### src/rtl/core/degree_histogram_tracker_macros.svh
// Assertion macros for the degree histogram tracker.
`ifndef DEGREE_HISTOGRAM_TRACKER_MACROS_SVH
`define DEGREE_HISTOGRAM_TRACKER_MACROS_SVH

`ifndef SYNTH
// Checked only out of reset.
`define DHT_ASSERT(lbl, prop, msg) \
  lbl: assert property (@(posedge clk) disable iff (!rst_n) prop) else $error(msg);
// Checked at every edge, reset included.
`define DHT_ASSERT_ALWAYS(lbl, prop, msg) \
  lbl: assert property (@(posedge clk) prop) else $error(msg);
`else
`define DHT_ASSERT(lbl, prop, msg)
`define DHT_ASSERT_ALWAYS(lbl, prop, msg)
`endif

`endif

### src/rtl/core/dht_ram.sv
// Generic single-port-write, single-port-read RAM with registered read data.
module dht_ram #(
  parameter int WIDTH = 8,
  parameter int DEPTH = 16
) (
  input  logic                     clk,
  input  logic                     we,
  input  logic [$clog2(DEPTH)-1:0] waddr,
  input  logic [WIDTH-1:0]         wdata,
  input  logic                     re,
  input  logic [$clog2(DEPTH)-1:0] raddr,
  output logic [WIDTH-1:0]         rdata
);

  logic [WIDTH-1:0] mem [DEPTH];

  always_ff @(posedge clk) begin
    if (we) begin
      mem[waddr] <= wdata;
    end
  end

  always_ff @(posedge clk) begin
    if (re) begin
      rdata <= mem[raddr];
    end
  end

endmodule
### config.mk
export PLATFORM = sky130hd
export DESIGN_NAME = dht_ram
export DESIGN_NICKNAME = d
export VERILOG_FILES = /design/src/rtl/core/degree_histogram_tracker_macros.svh /design/src/rtl/core/dht_ram.sv
export SDC_FILE = /design/constraint.sdc
export NUM_CORES = 1
export LEC_CHECK = 0
export ABC_CLOCK_PERIOD_IN_PS = 2100
export BUFFER_PORTS_ARGS = -buffer_cell sky130_fd_sc_hd__buf_2
export CORE_UTILIZATION = 54
export CTS_CLUSTER_DIAMETER = 40
export CTS_CLUSTER_SIZE = 25
export DETAILED_ROUTE_END_ITERATION = 16
export GPL_ROUTABILITY_DRIVEN = 1
export GPL_TIMING_DRIVEN = 0
export HOLD_SLACK_MARGIN = 0.03
export PLACE_DENSITY = 0.73
export REMOVE_ABC_BUFFERS = 1
export SKIP_LAST_GASP = 1
export SLEW_MARGIN = 20
export SYNTH_ARGS = -nofsm -noshare
export SYNTH_HDL_FRONTEND = slang
export SYNTH_SLANG_ARGS = --single-unit
### constraint.sdc
create_clock -name clk -period 2.1 [get_ports clk]
set_input_delay 0.525 -clock clk [delete_from_list [all_inputs] [get_ports clk]]
set_output_delay 0.525 -clock clk [all_outputs]
set_load 0.005 [all_outputs]
==> results.ini, run 1 <==
[floorplanning]
floorplan.die.height_um = 100
chip_width_um = 100
initial_core_util_pct = 56.0
coreArea_mm2 = 0.00933
num_rows = 35
die_area_mm2 = 0.0101
io_pins = 27

[clocking]
cts_hold_buf = 0
cts_htree_levels = 4
path_clk_slew_ps = 60
clock-sinks = 136
clockRootBuffer = sky130_fd_sc_hd__clkbuf_8
post_cts_resize_count = 1
clk-insertion-delay-late_ps = 520
tritoncts = built
clock_path_buffers = 2
post_cts.repair.setup_buffers = 0
cts-buffers-inserted = 17

[sta]
layout_worst_path_cycle_share_pct = 91.0
worst_pin_slew_ps = 853
final-setup-viol-count = 0
grt_setup_unrepaired = no
clock.fmax_mhz = 524
fin_worst_hold_slack_ps = 340
clock-skew-final_ps = 3.95
final_period_minus_worst_setup_slack_ps = 1910
finalMaxSlewViolations = 0
finalHoldViolCount = 0
slew_headroom_pct = 42.8

[critical_path]
endpoint_kind = flip-flop
path_cells = buf_4, mux4_1, a22oi_1, nand2_1
crit_type = in -> reg
critPathLaunchType = input port
cp_slowest_cell = sky130_fd_sc_hd__mux4_1
critical_path.max_stage_delay_ps = 670
r2r_start = mem[9][3]$_DFFE_PP_
reg2reg_depth = 3
cp_max_fo = 32
worst-endpoint-required_ps = 2350
reg2reg_setup_slack_ps = 460
r2r-end = rdata[3]$_DFFE_PP_
worstPathArrival_ps = 2160
timing.critical_path.from = raddr[0]

[synth]
syn_avg_cell_area_um2 = 22.8
synth_largest_area_cell = sky130_fd_sc_hd__edfxtp_1
synth_warnings = 0
synth-edff-count = 136
synth_area_mm2 = 0.00523
ys_ff_latch = 136
netlist.area_leader.share_pct = 78.1
yosys_most_used_dff = sky130_fd_sc_hd__edfxtp_1
synth_cells = 229
synth_most_common_cell = sky130_fd_sc_hd__edfxtp_1
synth_commonest_cells = sky130_fd_sc_hd__edfxtp_1 (136), sky130_fd_sc_hd__mux4_2 (18), sky130_fd_sc_hd__a22oi_1 (16), sky130_fd_sc_hd__mux4_1 (14), sky130_fd_sc_hd__nor2_1 (13)
synth_top_area_cells = sky130_fd_sc_hd__edfxtp_1 (78%), sky130_fd_sc_hd__mux4_2 (7.8%), sky130_fd_sc_hd__mux4_1 (7.0%)
synth.lib_cells_used.distinct = 18
synth_seq_area_share_pct = 78.1
async_reset_ff_share_pct = 0

[final_layout]
total_nets_final = 283
diodes = 0
filler_cell_count = 596
final_cell_count_no_fill = 405
final_layout_size_suffix_gt1_share_pct = 29.0
syn_to_final_growth_pct = 14.4

[pwr]
peakVddDrop_mv = 0.585
power.share.sequential_pct = 51.7
combPwrFrac_pct = 4.4
power_switching_mw = 1.24
clock_power_share_pct = 43.9
internal_power_mw = 4.71
lkg_pwr_nw = 1.97
netSwitchingFraction_pct = 20.8
pwr_density_cell_mw_per_mm2 = 994

[flow_run]
cap_viol_max_count = 0

[grt]
grt_remaining_overflow = 0
grt_pass1_vias = 2475
grt.total_usage_pct = 21.1
largest_net_degree_at_the_start_of_global_routing = 33
grt_pass1_wl_um = 14300
grt_antenna_before_repair = 0

[route]
avgRoutedWirePerCell_um = 22.9
drt_pre_antenna_iters = 5
vias = 2411
drt_wl_total_um = 9270
drtAntennaViolNets = 0
first_iter_violations = 285
remaining_drc_errors = 0
via_per_inst = 5.95

[outcome]
status = finished, final reports clean

[worst_hold_path]
hp-class = in -> reg
hold_end = rdata[6]$_DFFE_PP_
hold_path.startpoint = re
hold_path_depth = 1

[placement]
place.port_buffers = 26
post_dp_hpwl_um = 5410
gp_congestion = 0.747
numPlacedInstances = 374

## power groups by stage
stage	combinational, mW	clock [mW]	sequential, mW
3_5_place_dp	0.263	0	3.13
3_3_place_gp	0.252	0	3.12
5_1_grt	0.289	2.74	3.08
2_1_floorplan	0.122	0	3.13
4_1_cts	0.267	2.63	3.07
6_report	0.264	2.61	3.07
## registers in the layout, indices dropped and copies added (netlist names)
| register | cells |
|---|---|
| rdata | 8 |
| mem | 128 |
## critical path: cells and delay by family
family | cells | cell delay (ps)
mux | 1 | 670
simple gates | 1 | 140
buf+inv | 1 | 480
compound gates | 1 | 300
## layout by cell type, fill, tap and decap left out, drive strengths merged
| master | count |
|---|---|
| a22oi | 16 |
| and2 | 1 |
| and2b | 1 |
| buf | 26 |
| bufinv | 1 |
| clkbuf | 17 |
| clkinv | 8 |
| clkinvlp | 5 |
| edfxtp | 136 |
| mux4 | 32 |
| nand2 | 9 |
| nand2b | 2 |
| nand3 | 1 |
| nand3b | 2 |
| nor2 | 13 |
| nor2b | 1 |
| nor3 | 4 |
| or3b | 1 |
## kinds of logic (layout without fill, tap and decap cells)
logic type / Yosys count / after routing / synth area share (%)
AOI/OAI and AO/OA: 16 / 16 / 2.30
buffers and inverters: 10 / 57 / 1.65
DFF: 136 / 136 / 78.1
muxes: 32 / 32 / 14.8
and+or+nand+nor: 35 / 35 / 3.14
## how the worst max path moves through the flow
stage	endpoint
CTS	rdata[3]$_DFFE_PP_
detailed placement	rdata[3]$_DFFE_PP_
floorplan	mem[0][0]$_DFFE_PP_
global placement	rdata[3]$_DFFE_PP_
finish	rdata[3]$_DFFE_PP_
global route	rdata[3]$_DFFE_PP_
## area by class of cell
cell class | count | area [um2] | area share [%]
Clock buffer | 17 | 414 | 6.92
Clock inverter | 14 | 111 | 1.86
Multi-Input combinational cell | 83 | 1080 | 18.0
Sequential cell | 136 | 4080 | 68.3
Tap cell | 129 | 161 | 2.70
Timing Repair Buffer | 26 | 133 | 2.22
## routing by layer
metal  track usage, %  wire (um)
met1             28.0       3840
met2             33.5       4640
met3             5.36        684
met4             9.36        105
met5                0          0
## through the flow
stage	area (um2)	utilization (%)	worst slack [ps]	setup TNS [ps]	total power, mW
finish	5980	64.1	190	0	5.94
global route	5980	64.1	143	0	6.11
CTS	5980	64.1	184	0	5.97
detailed placement	5450	58.5	-637	-8810	3.39
global placement	5430	58.2	-637	-15320	3.38
floorplan	5140	-	82.1	0	3.25
No activity file was read; power rests on OpenSTA's default activity.
==> run 2: changes to the inputs <==
--- a/config.mk
+++ b/config.mk
@@ -14,6 +14,7 @@
 export GPL_ROUTABILITY_DRIVEN = 1
 export GPL_TIMING_DRIVEN = 0
 export HOLD_SLACK_MARGIN = 0.03
+export MAX_ROUTING_LAYER = met4
 export PLACE_DENSITY = 0.73
 export REMOVE_ABC_BUFFERS = 1
 export SKIP_LAST_GASP = 1
==> constraint.sdc (replaced) <==
create_clock -name clk -period 2.1 [get_ports clk]
set_input_delay 0.42 -clock clk [delete_from_list [all_inputs] [get_ports clk]]
set_output_delay 0.42 -clock clk [all_outputs]
set_load 0.005 [all_outputs]
==> run 2 against run 1 <==
Net effect: clock power about the same; final cell count is the same; via count barely moved; utilization unchanged; flip-flop and latch count unchanged; non-clock buffer count did not move; largest power group unchanged; clock-buffer cell count is the same.
==> results.ini, run 2 (synthesis results as in run 1) <==
[sta]
grt_setup_unrepaired = no
post-route-worst-setup-slack_ps = 325
worst_pin_slew_ps = 869
clock.fmax_mhz = 563
fin_worst_hold_slack_ps = 241
clock-skew-final_ps = 6.99
finalMaxSlewViolations = 0
fin_setup_tns_ps = 0
final-setup-viol-count = 0
slew_headroom_pct = 41.8
finalHoldViolCount = 0
layout_worst_path_cycle_share_pct = 84.5
final_period_minus_worst_setup_slack_ps = 1780

[worst_hold_path]
hp-class = in -> reg
hold_path_depth = 1

[outcome]
status = finished, final reports clean

[final_layout]
final_cell_count_no_fill = 405
stdcell_area_mm2 = 0.00598
filler_cell_count = 596
syn_to_final_growth_pct = 14.4
mostFrequentLayoutCell = sky130_fd_sc_hd__edfxtp_1
layout_common_cells = sky130_fd_sc_hd__edfxtp_1 (136), sky130_fd_sc_hd__buf_2 (25), sky130_fd_sc_hd__mux4_2 (18)
final_layout_size_suffix_gt1_share_pct = 29.0
biggestRegsByFlops = mem (128), rdata (8)
regMostFlops = mem
largest_register_ffs = 128
total_nets_final = 283
diodes = 0
final_core_util_pct = 64.1

[clocking]
clk-insertion-delay-late_ps = 520
cts-buffers-inserted = 17
post_cts.repair.setup_buffers = 0
clock-sinks = 136
clock_path_buffers = 2
path_clk_slew_ps = 60
cts_htree_levels = 4
tritoncts = built
clockRootBuffer = sky130_fd_sc_hd__clkbuf_8

[route]
drt_pre_antenna_iters = 5
vias = 2409
drtAntennaViolNets = 0
via_per_inst = 5.95
first_iter_violations = 281
avgRoutedWirePerCell_um = 23.0
route.top_layer_used = met4
met3RoutedLength_um = 600
drt_wl_total_um = 9310
detailroute.wirelength.met2_um = 4730
remaining_drc_errors = 0
wl_met1_um = 3850

[floorplanning]
initial_core_util_pct = 56.0
io_pins = 27
chip_width_um = 100
coreArea_mm2 = 0.00933
num_rows = 35
floorplan.die.height_um = 100
die_area_mm2 = 0.0101

[grt]
grt_pass1_wl_um = 14400
grt_pass1_vias = 2478
grt_antenna_before_repair = 0
grt_remaining_overflow = 0
largest_net_degree_at_the_start_of_global_routing = 33
grt.total_usage_pct = 21.9

[critical_path]
cp_max_fo = 32
crit_type = in -> reg
r2r-end = rdata[3]$_DFFE_PP_
reg2reg_depth = 3
setup.worst_path.end = rdata[3]$_DFFE_PP_
worstPathArrival_ps = 2020
critPathLaunchType = input port
cp_slowest_cell = sky130_fd_sc_hd__mux4_1
worst-endpoint-required_ps = 2350
endpoint_kind = flip-flop
r2r_start = mem[9][3]$_DFFE_PP_
critical_path.max_stage_delay_ps = 680
reg2reg_setup_slack_ps = 470
path_cells = buf_4, mux4_1, a22oi_1, nand2_1
timing.critical_path.from = raddr[0]

[placement]
numPlacedInstances = 374
place_worst_setup_slack_ps = -532
gp_congestion = 0.756
place.port_buffers = 26
place_area_mm2 = 0.00545
post_dp_hpwl_um = 5410

[pwr]
lkg_pwr_nw = 1.97
peakVddDrop_mv = 0.582
p_total_mw = 5.94
pwr_density_cell_mw_per_mm2 = 993

[flow_run]
cap_viol_max_count = 0

==> run 2: cell counts in the layout (fill, tap and decap cells not counted) <==
Identical to the previous run, type by type.
==> run 2: final cells by class <==
type | count | area, um2 | area share (%)
clock buffers | 17 | 414 | 6.92
well taps | 129 | 161 | 2.70
flip-flops and latches | 136 | 4080 | 68.3
multi-input cells | 83 | 1080 | 18.0
repair buffers | 26 | 133 | 2.22
clock inverters | 14 | 111 | 1.86
==> run 2: how the worst min path moves through the flow <==
stage,start,end
after floorplan,wdata[0],mem[0][0]$_DFFE_PP_
after global placement,mem[14][6]$_DFFE_PP_,rdata[6]$_DFFE_PP_
after detailed placement,mem[15][7]$_DFFE_PP_,rdata[7]$_DFFE_PP_
after CTS,re,rdata[6]$_DFFE_PP_
after global routing,re,rdata[6]$_DFFE_PP_
final,re,rdata[6]$_DFFE_PP_
==> run 2: power by group <==
part           total, mW  switching (mW)  internal, mW
clock               2.60            1.06          1.54
combinational      0.264           0.158         0.106
sequential          3.07          0.0133          3.06
total               5.94            1.23          4.71
==> run 2: critical path: cells and delay by family <==
family / cells / cell delay (ps)
buffers and inverters: 1 / 480
and+or+nand+nor: 1 / 130
muxes: 1 / 680
AOI/OAI and AO/OA: 1 / 290
==> run 2: routing by layer <==
layer  global-route usage [%]  vias up
met5                        -        -
met1                     28.2     1245
li1                         -     1049
met4                     9.03        0
met2                     33.6      106
met3                     5.71        9
==> run 2: repair_timing <==
item,CTS,global route
setup endpoints to repair,2,0
gates resized for setup,1,0
hold buffers,0,0
==> run 3: changes to the inputs <==
--- a/config.mk
+++ b/config.mk
@@ -5,9 +5,9 @@
 export SDC_FILE = /design/constraint.sdc
 export NUM_CORES = 1
 export LEC_CHECK = 0
-export ABC_CLOCK_PERIOD_IN_PS = 2100
+export ABC_CLOCK_PERIOD_IN_PS = 1640
 export BUFFER_PORTS_ARGS = -buffer_cell sky130_fd_sc_hd__buf_2
-export CORE_UTILIZATION = 54
+export CORE_UTILIZATION = 60
 export CTS_CLUSTER_DIAMETER = 40
 export CTS_CLUSTER_SIZE = 25
 export DETAILED_ROUTE_END_ITERATION = 16
@@ -15,7 +15,7 @@
 export GPL_TIMING_DRIVEN = 0
 export HOLD_SLACK_MARGIN = 0.03
 export MAX_ROUTING_LAYER = met4
-export PLACE_DENSITY = 0.73
+export PLACE_DENSITY = 0.77
 export REMOVE_ABC_BUFFERS = 1
 export SKIP_LAST_GASP = 1
 export SLEW_MARGIN = 20
==> constraint.sdc (replaced) <==
create_clock -name clk -period 1.64 [get_ports clk]
set_input_delay 0.328 -clock clk [delete_from_list [all_inputs] [get_ports clk]]
set_output_delay 0.328 -clock clk [all_outputs]
set_load 0.005 [all_outputs]
==> run 3 against run 2 <==
Net effect: global-route usage grew 2.2 points; critical path depth decreased by 1; flip-flop and latch count did not move; die area shrank 9.8%; worst setup slack lost 270 ps; wire length about the same; worst hold slack worse by 73 ps; sequential share of layout area decreased by 0.28 points; clock-buffer cell count stayed put; critical endpoint unchanged; largest cell class unchanged.
==> results.ini, run 3 (synthesis results as in run 1) <==
[final_layout]
syn_to_final_growth_pct = 14.9
mostFrequentLayoutCell = sky130_fd_sc_hd__edfxtp_1
final_cell_count_no_fill = 381
diodes = 0
stdcell_area_mm2 = 0.00601
layout_common_cells = sky130_fd_sc_hd__edfxtp_1 (136), sky130_fd_sc_hd__buf_2 (25), sky130_fd_sc_hd__mux4_2 (18)
largest_register_ffs = 128
final_layout_size_suffix_gt1_share_pct = 28.6
regMostFlops = mem
total_nets_final = 283
biggestRegsByFlops = mem (128), rdata (8)

[pwr]
lkg_pwr_nw = 1.99
peakVddDrop_mv = 0.916
pwr_density_cell_mw_per_mm2 = 1310
p_total_mw = 7.88

[clocking]
clockRootBuffer = sky130_fd_sc_hd__clkbuf_8
cts_htree_levels = 4
cts-buffers-inserted = 17
cts_hold_buf = 0
clock_path_buffers = 2
tritoncts = built
clk-insertion-delay-late_ps = 500
path_clk_slew_ps = 60
clock-sinks = 136

[floorplanning]
chip_width_um = 95.3
num_rows = 33
floorplan.die.height_um = 95.3
io_pins = 27
initial_core_util_pct = 62.7
coreArea_mm2 = 0.00834
die_area_mm2 = 0.00909

[sta]
final-setup-viol-count = 0
grt_setup_unrepaired = no
slew_headroom_pct = 40.8
clock-skew-final_ps = 4.12
layout_worst_path_cycle_share_pct = 96.4
final_period_minus_worst_setup_slack_ps = 1580
finalHoldViolCount = 0
finalMaxSlewViolations = 0
worst_pin_slew_ps = 884
clock.fmax_mhz = 632
fin_setup_tns_ps = 0

[route]
first_iter_violations = 187
avgRoutedWirePerCell_um = 24.4
drtAntennaViolNets = 0
remaining_drc_errors = 0
vias = 2433
drt_wl_total_um = 9310
drt_pre_antenna_iters = 4
via_per_inst = 6.39

[placement]
place_area_mm2 = 0.00542
post_dp_hpwl_um = 5370
place.port_buffers = 26
numPlacedInstances = 350
gp_congestion = 0.713

[outcome]
status = finished, final reports clean

[grt]
globalRoute.busiestLayer = met2
grt.total_usage_pct = 24.1
largest_net_degree_at_the_start_of_global_routing = 33
grt_antenna_before_repair = 0
met2_usage_pct = 35.9
grt_remaining_overflow = 0
grt_pass1_vias = 2508
groute.layer.met3.usage_pct = 6.94
use_met1_pct = 31.5
grt_pass1_wl_um = 13900

[critical_path]
critPathLaunchType = flip-flop
crit_type = reg -> reg
cp_slowest_cell = sky130_fd_sc_hd__mux4_1
cp_max_fo = 1
worst-endpoint-required_ps = 1880
endpoint_kind = flip-flop
worstPathArrival_ps = 1820
reg2reg_setup_slack_ps = 60
path_cells = mux4_1, a22oi_1, nand2_1
r2r-end = rdata[3]$_DFFE_PP_
r2r_start = mem[3][3]$_DFFE_PP_
reg2reg_depth = 3
critical_path.max_stage_delay_ps = 500

[worst_hold_path]
hold_path_depth = 1
hold_path.startpoint = re
hp-class = in -> reg
hold_end = rdata[6]$_DFFE_PP_

[flow_run]
cap_viol_max_count = 0

==> run 3: final cells by class <==
type / count / area (um2)
Clock buffer: 17 / 414
Clock inverter: 14 / 158
Fill cell: 472 / 2330
Multi-Input combinational cell: 83 / 1080
Sequential cell: 136 / 4080
Tap cell: 105 / 131
Timing Repair Buffer: 26 / 136
==> run 3: per-layer routing <==
metal | vias up | share of wire (%)
li1 | 1050 | -
met2 | 104 | 50
met5 | - | 0
met3 | 18 | 6.1
met4 | 0 | 1.9
met1 | 1261 | 42
==> run 3: through the flow <==
stage / utilization, % / hold WS [ps] / setup slack (ps)
3_5_place_dp: 65.0 / 682 / -863
3_3_place_gp: 64.8 / 666 / -860
2_1_floorplan: - / 427 / -181
4_1_cts: 71.9 / 154 / 32.0
6_report: 72.0 / 167 / 58.9
5_1_grt: 72.0 / 155 / 36.7
==> run 3: worst max-delay path by stage <==
| stage | from | to | slack (ps) | depth (start not counted) |
|---|---|---|---|---|
| 2_1_floorplan | waddr[2] | mem[0][0]$_DFFE_PP_ | -180 | 2 |
| 3_3_place_gp | raddr[0] | rdata[4]$_DFFE_PP_ | -860 | 4 |
| 3_5_place_dp | raddr[0] | rdata[4]$_DFFE_PP_ | -860 | 4 |
| 4_1_cts | mem[11][4]$_DFFE_PP_ | rdata[4]$_DFFE_PP_ | 30 | 3 |
| 5_1_grt | mem[9][5]$_DFFE_PP_ | rdata[5]$_DFFE_PP_ | 40 | 3 |
| 6_report | mem[3][3]$_DFFE_PP_ | rdata[3]$_DFFE_PP_ | 60 | 3 |
==> run 3: power breakdown <==
| group | leakage, nW | total [mW] | internal [mW] | switching, mW |
|---|---|---|---|---|
| Sequential | 1.24 | 3.94 | 3.92 | 0.0186 |
| Clock | 0.275 | 3.60 | 2.29 | 1.32 |
| Combinational | 0.480 | 0.336 | 0.137 | 0.199 |
| Total | 1.99 | 7.88 | 6.34 | 1.54 |
==> run 3: critical path: cells and delay by family, from the launching register on <==
family,cells,cell delay (ps)
DFF,1,390
and+or+nand+nor,1,140
muxes,1,500
AOI/OAI and AO/OA,1,290
==> run 3: timing repair <==
action / CTS / global route
gates resized for setup: 2 / 1
setup endpoints to repair: 8 / 1
gates cloned: 0 / 0
hold endpoints to repair: 0 / 0
buffers inserted: 0 / 0
